$ cat src/sv/dtu_pkg.sv
// dtu_pkg: types and constants for the decimal text to u64 checker.
// Shared by the parse step, the top level and the testbench.
// No dependencies.
`default_nettype none

package dtu_pkg;

    typedef enum logic [2:0] {
        PH_LEAD   = 3'd0,
        PH_SIGN   = 3'd1,
        PH_DIGITS = 3'd2,
        PH_TRAIL  = 3'd3,
        PH_BAD    = 3'd4
    } phase_t;

    localparam logic [7:0] CH_ZERO  = 8'h30;
    localparam logic [7:0] CH_NINE  = 8'h39;
    localparam logic [7:0] CH_PLUS  = 8'h2B;
    localparam logic [7:0] CH_MINUS = 8'h2D;
    localparam logic [7:0] CH_SPACE = 8'h20;
    localparam logic [7:0] CH_TAB   = 8'h09;
    localparam logic [7:0] CH_LF    = 8'h0A;
    localparam logic [7:0] CH_VT    = 8'h0B;
    localparam logic [7:0] CH_FF    = 8'h0C;
    localparam logic [7:0] CH_CR    = 8'h0D;

    // (2^64-1) / 10 and (2^64-1) % 10
    localparam logic [63:0] ACC_MAX_DIV = 64'h1999_9999_9999_9999;
    localparam logic [3:0]  ACC_MAX_MOD = 4'd5;

    typedef struct packed {
        logic [7:0] ch;
        logic       is_end;
    } in_item_t;

    typedef struct packed {
        logic        well_formed;
        logic        is_negative;
        logic        too_large;
        logic [63:0] magnitude;
    } out_item_t;

    typedef struct packed {
        phase_t      phase;
        logic        minus_seen;
        logic        overflowed;
        logic [63:0] acc;
    } parse_state_t;

    localparam parse_state_t PARSE_RESET = '{
        phase:      PH_LEAD,
        minus_seen: 1'b0,
        overflowed: 1'b0,
        acc:        64'd0
    };

endpackage

`default_nettype wire

$ cat src/sv/dtu_stream_if.sv
// dtu_stream_if: valid/ready channel carrying one payload item per transfer.
// Payload type is a parameter; the types come from dtu_pkg.
`default_nettype none

interface dtu_stream_if #(
    parameter type data_t = logic
);
    logic  valid;
    logic  ready;
    data_t data;

    modport source (output valid, output data, input ready);
    modport sink   (input valid, input data, output ready);
endinterface

`default_nettype wire

$ cat src/sv/decimal_text_to_u64_checker_unit.sv
// decimal_text_to_u64_checker_unit: top level of the decimal text checker.
// Depends on dtu_pkg, dtu_stream_if and dtu_step.
//
// Usage:
//   in_ch  (sink):   one transfer per text byte (ch, is_end = 0), and a final
//                    transfer with is_end = 1 that closes the text.
//   out_res (source): one result per closing transfer: well_formed,
//                    is_negative, too_large and the 64-bit magnitude. For
//                    malformed text the last three are zero.
// Throughput: one input transfer every cycle while no result waits. Each byte updates the parse
//   state in the cycle it is taken (a times-ten-plus-digit add and an overflow check).
// Latency: the result is valid the cycle after the end marker transfer.
// Stall: the result register holds while out_res.ready is low; in_ch.ready
//   is high only while that register is empty or drained in the same cycle,
//   so while a result waits no byte is taken.
// Reset: rst_n clears the parse state to leading blanks with a zero
//   accumulator and drops the result valid.
`default_nettype none

module decimal_text_to_u64_checker_unit
    import dtu_pkg::*;
(
    input  wire logic clk,
    input  wire logic rst_n,
    dtu_stream_if.sink   in_ch,
    dtu_stream_if.source out_res
);

    parse_state_t state_reg;
    parse_state_t step_next;
    logic         out_valid_reg;
    out_item_t    out_data_reg;
    in_item_t     in_item;
    logic         in_xfer;
    logic         out_xfer;
    logic         result_ok;

    assign in_item      = in_ch.data;
    assign in_ch.ready  = !out_valid_reg || out_res.ready;
    assign in_xfer      = in_ch.valid && in_ch.ready;
    assign out_xfer     = out_valid_reg && out_res.ready;
    assign out_res.valid = out_valid_reg;
    assign out_res.data  = out_data_reg;

    assign result_ok = (state_reg.phase == PH_DIGITS) || (state_reg.phase == PH_TRAIL);

    dtu_step u_step (
        .cur (state_reg),
        .ch  (in_item.ch),
        .nxt (step_next)
    );

    always_ff @(posedge clk or negedge rst_n)
    begin
        if (!rst_n)
        begin
            state_reg     <= PARSE_RESET;
            out_valid_reg <= 1'b0;
            out_data_reg  <= '0;
        end
        else
        begin
            if (in_xfer && in_item.is_end)
                out_valid_reg <= 1'b1;
            else if (out_xfer)
                out_valid_reg <= 1'b0;
            if (in_xfer)
            begin
                if (in_item.is_end)
                begin
                    out_data_reg.well_formed <= result_ok;
                    out_data_reg.is_negative <= result_ok && state_reg.minus_seen;
                    out_data_reg.too_large   <= result_ok && state_reg.overflowed;
                    out_data_reg.magnitude   <= result_ok ? state_reg.acc : 64'd0;
                    state_reg                <= PARSE_RESET;
                end
                else
                    state_reg <= step_next;
            end
        end
    end

    // A result only appears after an end marker transfer.
    a_result_from_end: assert property (@(posedge clk) disable iff (!rst_n)
        $rose(out_valid_reg) |-> $past(in_xfer && in_item.is_end))
        else $error("result valid without end marker transfer");

    // Malformed text reports zero sign, overflow and magnitude.
    a_bad_fields_zero: assert property (@(posedge clk) disable iff (!rst_n)
        (out_valid_reg && !out_data_reg.well_formed) |->
            (!out_data_reg.is_negative && !out_data_reg.too_large &&
             out_data_reg.magnitude == 64'd0))
        else $error("malformed result carries nonzero fields");

    // End marker returns the parse to its initial state.
    a_end_resets_parse: assert property (@(posedge clk) disable iff (!rst_n)
        (in_xfer && in_item.is_end) |=>
            (state_reg.phase == PH_LEAD && state_reg.acc == 64'd0 &&
             !state_reg.overflowed && !state_reg.minus_seen))
        else $error("parse state not cleared after end marker");

    // Once overflowed, further bytes keep the flag and freeze the value.
    a_overflow_holds: assert property (@(posedge clk) disable iff (!rst_n)
        (in_xfer && !in_item.is_end && state_reg.overflowed) |=>
            (state_reg.overflowed && $stable(state_reg.acc)))
        else $error("overflow flag or held value changed");

endmodule

`default_nettype wire

$ cat src/sv/dtu_step.sv
// dtu_step: next parse state for one text byte (blanks, sign, digits, blanks)
// including the times-ten-plus-digit accumulate with overflow hold.
// Depends on dtu_pkg.
`default_nettype none

module dtu_step
    import dtu_pkg::*;
(
    input  parse_state_t cur,
    input  logic [7:0]   ch,
    output parse_state_t nxt
);

    logic        blank_hit;
    logic        is_digit;
    logic        is_sign;
    logic [3:0]  digit;
    logic        will_overflow;
    logic [63:0] acc_times_ten;
    parse_state_t with_digit;

    assign blank_hit = (ch == CH_SPACE) || (ch == CH_TAB) || (ch == CH_LF) ||
                       (ch == CH_CR) || (ch == CH_VT) || (ch == CH_FF);
    assign is_digit = (ch >= CH_ZERO) && (ch <= CH_NINE);
    assign is_sign  = (ch == CH_PLUS) || (ch == CH_MINUS);
    assign digit    = 4'(ch - CH_ZERO);

    assign will_overflow = (cur.acc > ACC_MAX_DIV) ||
                           ((cur.acc == ACC_MAX_DIV) && (digit > ACC_MAX_MOD));
    assign acc_times_ten = (cur.acc << 3) + (cur.acc << 1);

    // state after taking a digit; value frozen once overflow is flagged
    always_comb
    begin
        with_digit       = cur;
        with_digit.phase = PH_DIGITS;
        if (!cur.overflowed)
        begin
            if (will_overflow)
                with_digit.overflowed = 1'b1;
            else
                with_digit.acc = acc_times_ten + {60'd0, digit};
        end
    end

    always_comb
    begin
        nxt = cur;
        case (cur.phase)
            PH_LEAD:
            begin
                if (blank_hit)
                    nxt = cur;
                else if (is_sign)
                begin
                    nxt.minus_seen = (ch == CH_MINUS);
                    nxt.phase      = PH_SIGN;
                end
                else if (is_digit)
                    nxt = with_digit;
                else
                    nxt.phase = PH_BAD;
            end
            PH_SIGN:
            begin
                if (is_digit)
                    nxt = with_digit;
                else
                    nxt.phase = PH_BAD;
            end
            PH_DIGITS:
            begin
                if (is_digit)
                    nxt = with_digit;
                else if (blank_hit)
                    nxt.phase = PH_TRAIL;
                else
                    nxt.phase = PH_BAD;
            end
            PH_TRAIL:
            begin
                if (!blank_hit)
                    nxt.phase = PH_BAD;
            end
            default:
                nxt.phase = PH_BAD;
        endcase
    end

endmodule

`default_nettype wire

$ cat src/flat_wrapper.sv
// flat-port wrapper written by rule: the top's interface ports become plain ports
module decimal_text_to_u64_checker_unit_flat import dtu_pkg::*;
  (clk, rst_n, in_ch_valid, in_ch_data, in_ch_ready, out_res_valid, out_res_data, out_res_ready);
  dtu_stream_if #(.data_t(in_item_t)) in_ch_i ();
  dtu_stream_if #(.data_t(out_item_t)) out_res_i ();
  input  wire logic clk;
  input  wire logic rst_n;
  input wire logic [$bits(in_ch_i.valid)-1:0] in_ch_valid;
  input wire logic [$bits(in_ch_i.data)-1:0] in_ch_data;
  output wire logic [$bits(in_ch_i.ready)-1:0] in_ch_ready;
  output wire logic [$bits(out_res_i.valid)-1:0] out_res_valid;
  output wire logic [$bits(out_res_i.data)-1:0] out_res_data;
  input wire logic [$bits(out_res_i.ready)-1:0] out_res_ready;
  assign in_ch_i.valid = in_ch_valid;
  assign in_ch_i.data = in_ch_data;
  assign in_ch_ready = in_ch_i.ready;
  assign out_res_valid = out_res_i.valid;
  assign out_res_data = out_res_i.data;
  assign out_res_i.ready = out_res_ready;
  decimal_text_to_u64_checker_unit u_core (.clk(clk), .rst_n(rst_n), .in_ch(in_ch_i), .out_res(out_res_i));
endmodule
$ cat config.mk
export PLATFORM = sky130hd
export DESIGN_NAME = decimal_text_to_u64_checker_unit_flat
export DESIGN_NICKNAME = d
export VERILOG_FILES = /design/src/sv/dtu_pkg.sv /design/src/sv/dtu_stream_if.sv /design/src/sv/decimal_text_to_u64_checker_unit.sv /design/src/sv/dtu_step.sv /design/src/flat_wrapper.sv
export SDC_FILE = /design/constraint.sdc
export NUM_CORES = 1
export LEC_CHECK = 0
export ABC_AREA = 1
export BUFFER_PORTS_ARGS = -buffer_cell sky130_fd_sc_hd__buf_2
export CAP_MARGIN = 20
export CORE_AREA = 4 4 191 193
export DETAILED_ROUTE_END_ITERATION = 6
export DIE_AREA = 0 0 195 197
export PLACE_DENSITY = 0.63
export SLEW_MARGIN = 20
export SYNTH_ARGS = -nofsm -noshare
export SYNTH_HDL_FRONTEND = slang
export SYNTH_SLANG_ARGS = --single-unit
$ cat constraint.sdc
create_clock -name clk -period 4.15 [get_ports clk]
set_clock_uncertainty 0.15 [all_clocks]
set_input_delay 0.83 -clock clk [delete_from_list [all_inputs] [get_ports clk]]
set_output_delay 0.83 -clock clk [all_outputs]
set_load 0.05 [all_outputs]
## Word level (Yosys, flattened, before mapping)

Cells that the tools add are included.

| storage, ports and cells | value |
|---|---|
| register bits after elaboration | 137 |
| word-level logic and storage cells | 73 |
| input bits | 13 |
| output and inout bits | 69 |

| operators by class | value |
|---|---|
| reduce and logical (&&, ||, !) cells | 25 |
| $lt $le $gt $ge | 4 |
| eq/ne operators | 15 |
| $add $sub $neg | 3 |
| mux-type cells | 17 |

Operator list:

| operator | number |
|---|---|
| two-way mux 65 bit | 3 |
| two-way mux 69 bit | 2 |
| one-hot mux 66 bit (2 select lines) | 1 |
| two-way mux 64 bit | 2 |
| adder 64 x 4 -> 64 bit | 1 |
| adder 64 bit | 1 |
| == test 64 x 61 -> 1 bit (second input constant) | 1 |
| greater-than comparator 64 x 61 -> 1 bit (second input constant) | 1 |
| == test 8 x 4 -> 1 bit (second input constant) | 5 |
| == test 8 x 6 -> 1 bit (second input constant) | 3 |
| two-way mux 3 bit | 4 |
| one-hot mux 3 bit (4 select lines) | 1 |
| logical OR 1 bit | 9 |
| inequality test 3 bit (second input constant) | 3 |
| greater-or-equal comparator 8 x 6 -> 1 bit (second input constant) | 1 |
| less-or-equal comparator 8 x 6 -> 1 bit (second input constant) | 1 |
| logical AND 1 bit | 7 |
| == test 3 x 2 -> 1 bit (second input constant) | 2 |
| AND reduction 3 bit | 2 |
| greater-than comparator 4 x 3 -> 1 bit (second input constant) | 1 |
| two-way mux 4 bit | 1 |
| AND reduction 4 bit | 1 |
| subtractor 4 x 1 -> 4 bit (second input constant) | 1 |
| == test 3 x 1 -> 1 bit (second input constant) | 1 |
| 7 further kinds | 9 |

## Longest topological paths before layout

Gate-level depths: netlist of the first run.

| depth | value |
|---|---|
| word-level depth | 11 |
| depth in mapped cells | 17 |
| depth with buffers taken out | 17 |

## Modules after synthesis

From an unflattened synthesis of the first run, not the netlist that was laid out.

| unflattened totals | value |
|---|---|
| cell total of the unflattened synthesis | 2462 |
| area total of the unflattened synthesis | 14989.4 um^2 |

By module, submodules not included:

| module | cells an instance | instances | seq. area each (um^2) | area each (um^2) |
|---|---|---|---|---|
| dtu_step | 1785 | 1 | 0.0 | 9125.0 |
| decimal_text_to_u64_checker_unit | 677 | 1 | 3428.3 | 5864.4 |

## Worst setup path after synthesis of the first run

No wires, ideal clock.

| timing | value |
|---|---|
| path kind | input -> register |
| start point | in in_ch_data[4] |
| end point | reg u_core.state_reg[30] (netlist bit) |
| slack | 1.070 ns |
| library setup time | 0.074 ns |
| stages on the path | 15 |
| data arrival time | 2.856 ns |
| cell sequence | inv_2 -> fa_1 -> inv_1 -> fa_1 -> nand2_1 -> nand3_1 -> nand3_1 -> nand2_1 -> nand2_1 -> nand2_1 -> nand2_1 -> nand2_1 -> a21boi_0 -> o21ai_0 -> o21ai_2 |

| between the ends | value |
|---|---|
| word-level cells in the longest chain between the ends | 11 |
| elaborated cells between the ends (all ways) | 32 |
| those cells by class | add/sub: 2; order compare: 3; eq/ne: 10; mux: 7; reduce/logical: 10 |

Ends and longest elaborated chain:

| what | line | text |
|---|---|---|
| start: declaration | flat_wrapper.sv:9 | `input wire logic [$bits(in_ch_i.data)-1:0] in_ch_data;` |
| branches (longest 11 deep; another with adder 64 x 4 -> 64 bit) | - |  |
| end signal: assignment | decimal_text_to_u64_checker_unit.sv:78 | `state_reg <= step_next;` |
| end: declaration | decimal_text_to_u64_checker_unit.sv:29 | `parse_state_t state_reg;` |

Several ways; the timed one is not identified. The select of a mux whose other input is x is not followed.
A chain may end at the register's enable or synchronous reset.

## Worst setup path after layout of the first run

| timing | value |
|---|---|
| start point | reg u_core.state_reg[43] (netlist bit) |
| end point | reg u_core.state_reg[47] (netlist bit) |

| between the ends | value |
|---|---|
| word-level cells in the longest chain between the ends | 10 |
| elaborated cells between the ends (all ways) | 13 |
| those cells by class | add/sub: 2; order compare: 1; eq/ne: 1; mux: 7; reduce/logical: 2 |

Ends and longest elaborated chain:

| what | line | text |
|---|---|---|
| branches (longest 3 deep; another with adder 64 bit) | - |  |
| two-way mux 64 bit * | dtu_step.sv:39 | `if (will_overflow)` |
| two-way mux 65 bit * | dtu_step.sv:37 | `if (!cur.overflowed)` |
| two-way mux 65 bit * | dtu_step.sv:59, dtu_step.sv:66, dtu_step.sv:73 |  |
| two-way mux 65 bit | dtu_step.sv:54 | `else if (is_sign)` |
| two-way mux 69 bit | dtu_step.sv:52 | `if (blank_hit)` |
| one-hot mux 66 bit (2 select lines) * | dtu_step.sv:49 | `case (cur.phase)` |
| two-way mux 69 bit * | decimal_text_to_u64_checker_unit.sv:69 | `if (in_item.is_end)` |

Mark *: on every way between the ends. The select of a mux whose other input is x is not followed.

==> results of run 1 <==
[cell usage in the layout (no fill, tap or decap), types with 4 or more instances in the layout]
| cell type | netlist | routed |
|---|---|---|
| and2_1 | 4 | 4 |
| buf_2 | 6 | 80 |
| nand3_1 | 110 | 109 |
| nand4_1 | 22 | 22 |
| nor3_1 | 18 | 18 |
| dfrtp_1 | 137 | 137 |
| buf_12 | 4 | 5 |
| inv_2 | 6 | 6 |
| o21ai_0 | 136 | 136 |
| nand3b_1 | 11 | 11 |
| inv_1 | 402 | 402 |
| a21oi_1 | 50 | 50 |
| o21ai_2 | 30 | 30 |
| nand2_1 | 762 | 762 |
| buf_4 | 1 | 4 |
| clkbuf_16 | 0 | 17 |
| nand2_2 | 24 | 24 |
| ha_1 | 122 | 122 |
| or2_2 | 6 | 6 |
| nor2_1 | 131 | 130 |
| a21boi_0 | 26 | 26 |
| nor4_1 | 6 | 6 |
[where the power goes]
part           switching, mW  internal (mW)
clock network          0.666          0.954
registers              0.226           1.45
logic                  0.953          0.524
total                   1.85           2.93
[metrics by stage]
step / total power, mW / hold WS [ps] / cell area [sq um] / cells
2_1_floorplan: 2.65 / 303 / 12800 / 2066
3_3_place_gp: 3.13 / 311 / 13700 / 2576
3_5_place_dp: 3.16 / 312 / 13700 / 2577
4_1_cts: 4.78 / 274 / 14300 / 2606
5_1_grt: 5.06 / 294 / 14300 / 2606
6_report: 4.77 / 235 / 14300 / 2606
[synthesized netlist by cell type, types with 4 or more instances]
cell type	number	area, sq um
nand4_1	22	138
o21ai_2	30	263
dfrtp_1	137	3430
and2_1	4	25.0
o21ai_0	136	681
ha_1	122	1530
nor4_1	6	37.5
buf_2	6	30.0
inv_1	402	1510
or2_2	6	37.5
a21oi_1	50	250
inv_2	6	22.5
nand2_1	762	2860
nor2_1	131	492
nand3_1	110	551
nand3b_1	11	82.6
nor3_1	18	90.1
a21boi_0	26	195
clkbuf_1	22	82.6
nand2_2	24	150
buf_12	4	80.1
[metal layers]
| metal | GRT usage, % | vias to the layer above |
|---|---|---|
| met1 | 32.0 | 6093 |
| li1 | - | 6566 |
| met4 | 6.13 | 0 |
| met2 | 37.5 | 317 |
| met5 | 0 | - |
| met3 | 3.06 | 48 |
[path summary, 6_finish.rpt]
check                                                          from                                   to
worst max register to register     u_core.state_reg[43]$_DFFE_PN0P_     u_core.state_reg[47]$_DFFE_PN0P_
worst max-delay path               u_core.state_reg[43]$_DFFE_PN0P_     u_core.state_reg[47]$_DFFE_PN0P_
max in group asynchronous                                     rst_n     u_core.state_reg[48]$_DFFE_PN0P_
min in group clk                u_core.out_res.data[66]$_DFFE_PN0P_  u_core.out_res.data[66]$_DFFE_PN0P_
worst min register to register  u_core.out_res.data[66]$_DFFE_PN0P_  u_core.out_res.data[66]$_DFFE_PN0P_
worst min-delay path                                          rst_n  u_core.out_res.data[15]$_DFFE_PN0P_
[logic make-up (layout without fill, tap and decap cells)]
kind of cell	count (synthesis)	after routing	share of synthesized area (%)
AO/OA/AOI/OAI	255	255	11.5
XOR/XNOR	2	2	0.137
adder cells (fa/ha/maj)	124	124	12.2
AND/OR/NAND/NOR	1106	1106	35.7
flip-flops	137	137	26.8
buffers and inverters	442	527	13.6
[area by class of cell]
type / instances / share of cell area [%]
multi-input cells: 1487 / 53.4
flip-flops and latches: 137 / 24.0
inverters: 408 / 10.7
well taps: 455 / 3.98
repair buffers: 90 / 3.79
clock buffers: 18 / 3.07
clock inverters: 11 / 1.04
==> summary.md, run 1 <==
| Metric | Value |
|---|---|
| Flip-flop and latch count after synthesis | 137 |
| Final hold viol count | 0 |
| Initial DRC count | 1,008 |
| Syn. warnings | 0 |
| Setup_tns | 0 ps |
| Die height | 197 microns |
| Sequential area share after synthesis | 26.8% |
| Max Freq | 0.306 GHz |
| Final WL | 43,900 microns |
| Slew headroom | 51.6% |
| Width of the die | 195 microns |
| Top Layer Used | met4 |
| Synth async-reset ratio | 100% |
| Final WS setup | 880 ps |
| Share of cells above drive strength 1 | 9.11% |
| Via density per instance | 5.00 |
| Min-delay worst type | in2async |
| Num CTS Buffers | 17 |
| Final Setup Violations | 0 |
| Max H-tree Level | 4 |
| Initial antenna violation count | 0 |
| Tcrit/Tclk final | 78.8% |
| Top delay family on crit path | simple AND/OR/NAND/NOR gates |
| 1st-pass router iterations | 5 |
| Critical Path RT | 4330 ps |
| Routed wire length on met3 | 2320 microns |
| Post-Synthesis Cell Area | 12,800 sq um |
| CTS tree | done |
| Synth Area per Inst | 6.19 sq um |
| Clock Tree Root | clkbuf_16 |
| Crit. End Element | flip-flop |
| RSZ-0062 raised after global routing | false |
| First-pass GRT wire length | 69,800 microns |
| Finished Core Util | 41.4% |
| Nets@finish | 2,278 |
| Starting density of the core | 37.0% |
| I/O pins | 82 |
| # resized after CTS | 0 |
| Area of the multi-input gates | 7640 sq um |
| Crit path buf inv count | 0 |
| Total power per unit cell area | 334 nW/um^2 |
| Syn_nets | 2,203 |
| Clk_lat worst skew | 440 ps |
| CP arrival | 3450 ps |
| Crit Path Category | reg2reg |
| Clk sink count | 137 |
| Slowest stage delay, CP | 570 ps |
| Synth-to-layout area growth | 11.8% |
| Max Cap Viol | 0 |
| Status | finished, final reports clean |
| WP depth | 11 |
| Wire per inst | 16.9 microns |
| Vias in the first global route | 12,600 |
| DRT met1 WL | 20,700 microns |
| Worst reg-to-reg setup slack | 880 ps |
| DR DRC count | 0 |
| Slew Limit Fails | 0 |
| CP cell instances | ha_1 -> ha_1 -> nand2_1 -> nor2_1 -> nand2_1 -> nor2_1 -> nand3_1 -> nand3_1 -> nand2_1 -> nand3_1 -> o21ai_0 |
| Post-route ant nets | 0 |
| Leakage | 8.23 nW |
| Hold_buf cts | 0 |
| Synth cell types | 38 |
| Post-CTS Setup Inserts | 0 |
| All-layer global routing usage | 22.9% |
| Fill cells | 3,739 |
| Row count | 68 |
| Critical Path Slowest Stage Cell | dfrtp_1 |
| Reg2Reg Depth | 11 |
| Met2 routed WL | 20,000 microns |
| Reg area | 3430 sq um |
| Worst-path fanout max | 5 |
| Die area | 38,400 sq um |
| Antenna Cells | 0 |
| Worst-case clock buffer depth | 2 |
| Via count | 13,000 |
| Reg clk slew, reported paths | 70 ps |
| HPWL Detailed | 35,800 microns |
| Fin crit period | 3270 ps |
| Gr ovfl total | 0 |
| Largest net degree at the start of global routing | 71 |
| Max IR drop VDD | 196 uV |
| # port buffers | 81 |
| Worst-Margin Slew | 724 ps |
| Synth Instances | 2,066 |
| EDFF count, synth | 0 |
| Worst Setup Start Kind | flip-flop |
| Pre-CTS WS | 494 ps |
| GP Congestion | 0.990 |
| Max reg flops | 69 |
| Core area | 34,500 sq um |
| Ys flop type | dfrtp_1 |
(Power assumes the default switching activity.)
==> run 2: changes to the inputs <==
- PLACE_DENSITY: 0.63 -> 0.65
- clock period: 4.15 -> 2.6 ns (I/O delays scaled with it)
==> run 2 against run 1 <==
The run now ends with negative setup slack left. Critical endpoint is now u_core.state_reg[42]$_DFFE_PN0P_. Clock power up 52%. Largest power group is now combinational cells. Flip-flop and latch count unchanged. First-iteration DRC count up 16%.
==> summary.md, run 2 (synthesis results as in run 1) <==
| Metric | Value |
|---|---|
| Final Setup Violations | 59 |
| Worst-case clock buffer depth | 2 |
| Total power per unit cell area | 501 nW/um^2 |
| Max Freq | 0.362 GHz |
| Fill cells | 3,109 |
| Reg2reg end | u_core.state_reg[42]$_DFFE_PN0P_ |
| Crit Path Category | reg2reg |
| Slew headroom | 53.8% |
| 1st-pass router iterations | 6 |
| Status | finished, violations left |
| Largest net degree at the start of global routing | 69 |
| Commonest non-fill, non-tap cells in the layout | 606 x nand2_1, 378 x inv_1, 298 x buf_4, 124 x nand2_2, 102 x dfrtp_1 |
| Min-delay worst type | in2reg |
| First-pass GRT wire length | 77,800 microns |
| Worst-Margin Slew | 693 ps |
| Post-route ant nets | 0 |
| Width of the die | 195 microns |
| Nets@finish | 2,619 |
| Die height | 197 microns |
| Worst reg-to-reg setup slack | -170 ps |
| All-layer global routing usage | 25.5% |
| Cell Area, Placed | 15,900 sq um |
| Post-route design area | 20,100 sq um |
| Gr ovfl total | 0 |
| Num CTS Buffers | 17 |
| Critical Path RT | 2820 ps |
| Slew Limit Fails | 0 |
| Tcrit/Tclk final | 106% |
| Reg2Reg Depth | 16 |
| Antenna Cells | 0 |
| Crit. End Element | flip-flop |
| DR DRC count | 0 |
| Vias in the first global route | 14,400 |
| Reg clk slew, reported paths | 60 ps |
| Commonest non-fill, non-tap cell in the layout | nand2_1 |
| Hold path cells | 4 |
| HPWL Detailed | 38,100 microns |
| CP arrival | 2990 ps |
| Leakage | 10.6 nW |
| Clk sink count | 137 |
| RSZ-0062 raised after global routing | true |
| Synth-to-layout area growth | 57.1% |
| Wire per inst | 18.2 microns |
| Core area | 34,500 sq um |
| Initial antenna violation count | 0 |
| Starting density of the core | 37.0% |
| Power share of the sequential group | 26.5% |
| Max IR drop VDD | 467 uV |
| Setup_tns | -4310 ps |
| Share of cells above drive strength 1 | 40.8% |
| I/O pins | 82 |
| Switching Share | 39.6% |
| Worst-path fanout max | 5 |
| Clk_lat worst skew | 460 ps |
| Worst hold slack | 214 ps |
| Final WL | 53,700 microns |
| Worst reg2reg startpoint | u_core.state_reg[2]$_DFFE_PN0P_ |
| Final WS setup | -165 ps |
| Initial DRC count | 1,167 |
| Die area | 38,400 sq um |
| Psw | 3.99 mW |
| Hold Path Sink | u_core.out_res.valid$_DFFE_PN0P_ |
| Via count | 15,000 |
| Share of total power in combinational logic | 49.0% |
| # port buffers | 81 |
| Max H-tree Level | 4 |
| Worst Setup Start Kind | flip-flop |
| Via density per instance | 5.09 |
| Final hold viol count | 0 |
| Max Cap Viol | 0 |
| Int Power | 6.09 mW |
| GP Congestion | 0.965 |
| CTS tree | done |
| Clk pwr share | 24.5% |
| Row count | 68 |
| Power, Total | 10.1 mW |
| Fin crit period | 2770 ps |
| Failing checks | negative setup slack |
| Clock Tree Root | clkbuf_16 |
| Hold path startpoint | out_res_ready |
| Max reg flops | 69 |
[run 2: changes by cell type in the layout (fill, tap and decap cells not counted), sizes merged]
cell and delta:
clkbuf +15, bufinv -2, buf +327, dlygate4sd3 +1, clkinv +1, inv +2
[run 2: metal layers]
metal	vias up	track usage [%]	wire length [microns]
met3	135	2.97	3310
met2	531	43.0	25500
met5	-	0	0
li1	7256	-	-
met1	7108	34.8	22900
met4	0	6.98	1990
[run 2: critical path: stages (launching register included)]
cell	delay (ps)
dfrtp_1	380
inv_2	60
fa_1	510
inv_2	50
fa_2	430
nand2_2	110
nand3_4	100
nand3_4	90
nand2_8	100
buf_6	150
nand3_4	80
nand3_2	80
nand2_1	60
nand2_1	50
inv_2	70
nand2_4	60
o21ai_2	140
[run 2: timing repair]
item | CTS | global route
buffers inserted | 19 | 18
pin swaps | 46 | 75
setup endpoints to repair | 64 | 64
cloned | 3 | 16
hold buffers | 1 | 0
resized for setup | 290 | 395
endpoints found under the hold margin | 51 | 0
[run 2: layout make-up]
cell class | instances | area, sq um | share of cell area (%)
multi-input cells | 1487 | 10400 | 51.7
repair buffers | 431 | 3570 | 17.8
flip-flops and latches | 137 | 3470 | 17.3
inverters | 408 | 1530 | 7.63
well taps | 455 | 569 | 2.83
clock buffers | 20 | 447 | 2.22
clock inverters | 12 | 115 | 0.573
[run 2: how the worst max path moves through the flow]
stage,endpoint,start,cells past startpoint,slack [ps]
detailed placement,u_core.state_reg[53]$_DFFE_PN0P_,in_ch_data[4],15,-530
global route,u_core.state_reg[34]$_DFFE_PN0P_,u_core.state_reg[2]$_DFFE_PN0P_,15,-290
finish,u_core.state_reg[42]$_DFFE_PN0P_,u_core.state_reg[2]$_DFFE_PN0P_,16,-170
CTS,u_core.state_reg[58]$_DFFE_PN0P_,u_core.state_reg[0]$_DFFE_PN0P_,15,-50
global placement,u_core.state_reg[57]$_DFFE_PN0P_,in_ch_data[4],17,-500
floorplan,u_core.state_reg[30]$_DFFE_PN0P_,in_ch_data[4],15,-6
[run 2: power groups by stage]
| stage | clock network [mW] | registers [mW] | logic [mW] |
|---|---|---|---|
| after floorplan | 0 | 2.57 | 1.67 |
| after global placement | 0 | 2.59 | 3.15 |
| after detailed placement | 0 | 2.60 | 3.19 |
| after CTS | 2.48 | 2.59 | 3.95 |
| after global routing | 2.57 | 2.68 | 5.28 |
| final | 2.46 | 2.67 | 4.94 |
[run 2: metrics by stage]
stage | utilization [%] | setup WS (ps) | instances
5_1_grt | 58.2 | -293 | 2950
2_1_floorplan | - | -6.36 | 2066
6_report | 58.2 | -165 | 2950
4_1_cts | 52.2 | -46.8 | 2919
3_3_place_gp | 46.1 | -499 | 2864
3_5_place_dp | 46.1 | -525 | 2864
==> run 3: changes to the inputs <==
==> constraint.sdc (replaced) <==
create_clock -name clk -period 2.6 [get_ports clk]
set_clock_uncertainty 0.15 [all_clocks]
set_input_delay 0.65 -clock clk [delete_from_list [all_inputs] [get_ports clk]]
set_output_delay 0.65 -clock clk [all_outputs]
set_load 0.05 [all_outputs]
==> run 3 against run 2 <==
The flow finishes with violations (design-rule violations, negative setup slack). Via count rose by 2.8%. Register-to-register slack got worse by 20 ps. Clock-buffer cell count fell by 1. Critical path depth decreased by 4. Utilization up 1.2 points. Flip-flop and latch count stayed put. First-iteration DRC count is 5.8% higher. Global-route usage grew 1.5 points. Routed wire length increased by 4.6%. Largest cell class unchanged.
==> summary.md, run 3 (synthesis results as in run 1) <==
| Metric | Value |
|---|---|
| Tcrit/Tclk final | 107% |
| Max H-tree Level | 4 |
| Largest net degree at the start of global routing | 69 |
| Leakage | 10.8 nW |
| Reg2Reg Depth | 12 |
| Initial antenna violation count | 0 |
| Nets@finish | 2,658 |
| Slew Limit Fails | 0 |
| GP Congestion | 1.01 |
| Failing checks | design-rule violations, negative setup slack |
| # port buffers | 81 |
| Worst Setup Start Kind | flip-flop |
| Worst-Margin Slew | 718 ps |
| Initial DRC count | 1,235 |
| Final WL | 56,200 microns |
| Clk sink count | 137 |
| Final Setup Violations | 46 |
| Worst reg-to-reg setup slack | -190 ps |
| DR DRC count | 11 |
| Worst reg2reg startpoint | u_core.state_reg[37]$_DFFE_PN0P_ |
| Fin crit period | 2790 ps |
| Gr ovfl total | 0 |
| Commonest non-fill, non-tap cells in the layout | 586 x nand2_1, 360 x inv_1, 336 x buf_4, 139 x nand2_2, 100 x dfrtp_1 |
| Starting density of the core | 37.0% |
| Fill cells | 2,947 |
| Die height | 197 microns |
| Switching Share | 39.0% |
| Commonest non-fill, non-tap cell in the layout | nand2_1 |
| Setup crit end | u_core.state_reg[44]$_DFFE_PN0P_ |
| Placed instance count | 2,878 |
| Final hold viol count | 0 |
| Antenna Cells | 0 |
| Share of total power in combinational logic | 48.7% |
| Crit Path Category | reg2reg |
| Via density per instance | 5.17 |
| Critical Path RT | 2810 ps |
| Max reg flops | 69 |
| Status | finished, violations left |
| Num CTS Buffers | 17 |
| Worst-case clock buffer depth | 2 |
| Core area | 34,500 sq um |
| Via count | 15,500 |
| Min-delay worst type | in2async |
| Clk pwr share | 25.5% |
| Width of the die | 195 microns |
| Max Cap Viol | 0 |
| Int Power | 6.33 mW |
| Power, Total | 10.4 mW |
| Reg clk slew, reported paths | 70 ps |
| Slew headroom | 52.1% |
| Wire per inst | 18.8 microns |
| Synth-to-layout area growth | 60.3% |
| Crit. End Element | flip-flop |
| I/O pins | 82 |
| Worst-path fanout max | 5 |
| Share of cells above drive strength 1 | 43.5% |
| Total power per unit cell area | 505 nW/um^2 |
| Power share of the sequential group | 25.8% |
| Clock Tree Root | clkbuf_16 |
| Final cell count without fillers | 2,989 |
| Final WS setup | -189 ps |
| Vias in the first global route | 14,900 |
| CTS tree | done |
| CP arrival | 3000 ps |
| Finished Core Util | 59.4% |
| Clk_lat worst skew | 450 ps |
| Die area | 38,400 sq um |
| RSZ-0062 raised after global routing | true |
| Reg2reg end | u_core.state_reg[44]$_DFFE_PN0P_ |
| Max IR drop VDD | 375 uV |
| Max Freq | 0.359 GHz |
| Crit. Startpoint | u_core.state_reg[37]$_DFFE_PN0P_ |
| All-layer global routing usage | 27.0% |
| Worst hold slack | 3.77 ps |
| Row count | 68 |
| First-pass GRT wire length | 82,100 microns |
| 1st-pass router iterations | 7 |
| Psw | 4.04 mW |
| HPWL Detailed | 38,900 microns |
| Post-route ant nets | 0 |
## run 3: power groups by stage
| stage | clock (mW) | sequential, mW | combinational (mW) |
|---|---|---|---|
| global route | 2.75 | 2.69 | 5.39 |
| global placement | 0 | 2.62 | 3.18 |
| floorplan | 0 | 2.57 | 1.71 |
| CTS | 2.65 | 2.63 | 4.25 |
| finish | 2.64 | 2.68 | 5.05 |
| detailed placement | 0 | 2.62 | 3.23 |
## run 3: critical path, cell delays in order, from the launching register on
cell and delay (ps):
dfrtp_2 470, ha_1 360, ha_4 320, nand2_1 90, nor2_1 160, buf_4 180
nand2_2 80, nor2_4 170, buf_4 150, nand3_2 130, nand4_1 140, nand3_2 130
o21ai_1 160
## run 3: worst min path at each step
| stage | end | slack [ps] | depth (start not counted) |
|---|---|---|---|
| 5_1_grt | u_core.out_res.data[12]$_DFFE_PN0P_ | 60 | 1 |
| 2_1_floorplan | u_core.out_res.data[0]$_DFFE_PN0P_ | 200 | 0 |
| 3_5_place_dp | u_core.out_res.data[6]$_DFFE_PN0P_ | 320 | 2 |
| 3_3_place_gp | u_core.out_res.data[32]$_DFFE_PN0P_ | 310 | 2 |
| 6_report | u_core.out_res.data[15]$_DFFE_PN0P_ | 4 | 1 |
| 4_1_cts | u_core.out_res.data[15]$_DFFE_PN0P_ | 60 | 1 |
## run 3: timing repair
item	CTS	global route
gates resized for setup	375	362
endpoints found under the setup margin	65	65
setup buffers	46	23
cloned	9	6
hold buffers	0	0
pin swaps	82	116
## run 3: metrics by stage
step | setup WS [ps] | TNS (ps) | instance area [sq um]
floorplan | -61.8 | -187 | 12800
global placement | -693 | -23620 | 16000
detailed placement | -733 | -25530 | 16000
CTS | -70.1 | -706 | 18900
global route | -271 | -8480 | 20500
finish | -189 | -2380 | 20500
## run 3: layout make-up
cell class              instances  area [sq um]  share of cell area [%]
clock inverters                13           165                   0.805
clock buffers                  19           433                    2.11
flip-flops and latches        137          3470                    16.9
repair buffers                470          3890                    19.0
multi-input cells            1487         10400                    50.9
inverters                     408          1550                    7.54
well taps                     455           569                    2.78
## run 3: metal layers
metal	GRT usage (%)	up-vias	part of all wire [%]
met4	6.80	0	3.5
met2	46.1	588	47
met3	3.28	139	7.0
met5	0	-	0
li1	-	7349	-
met1	36.6	7381	42
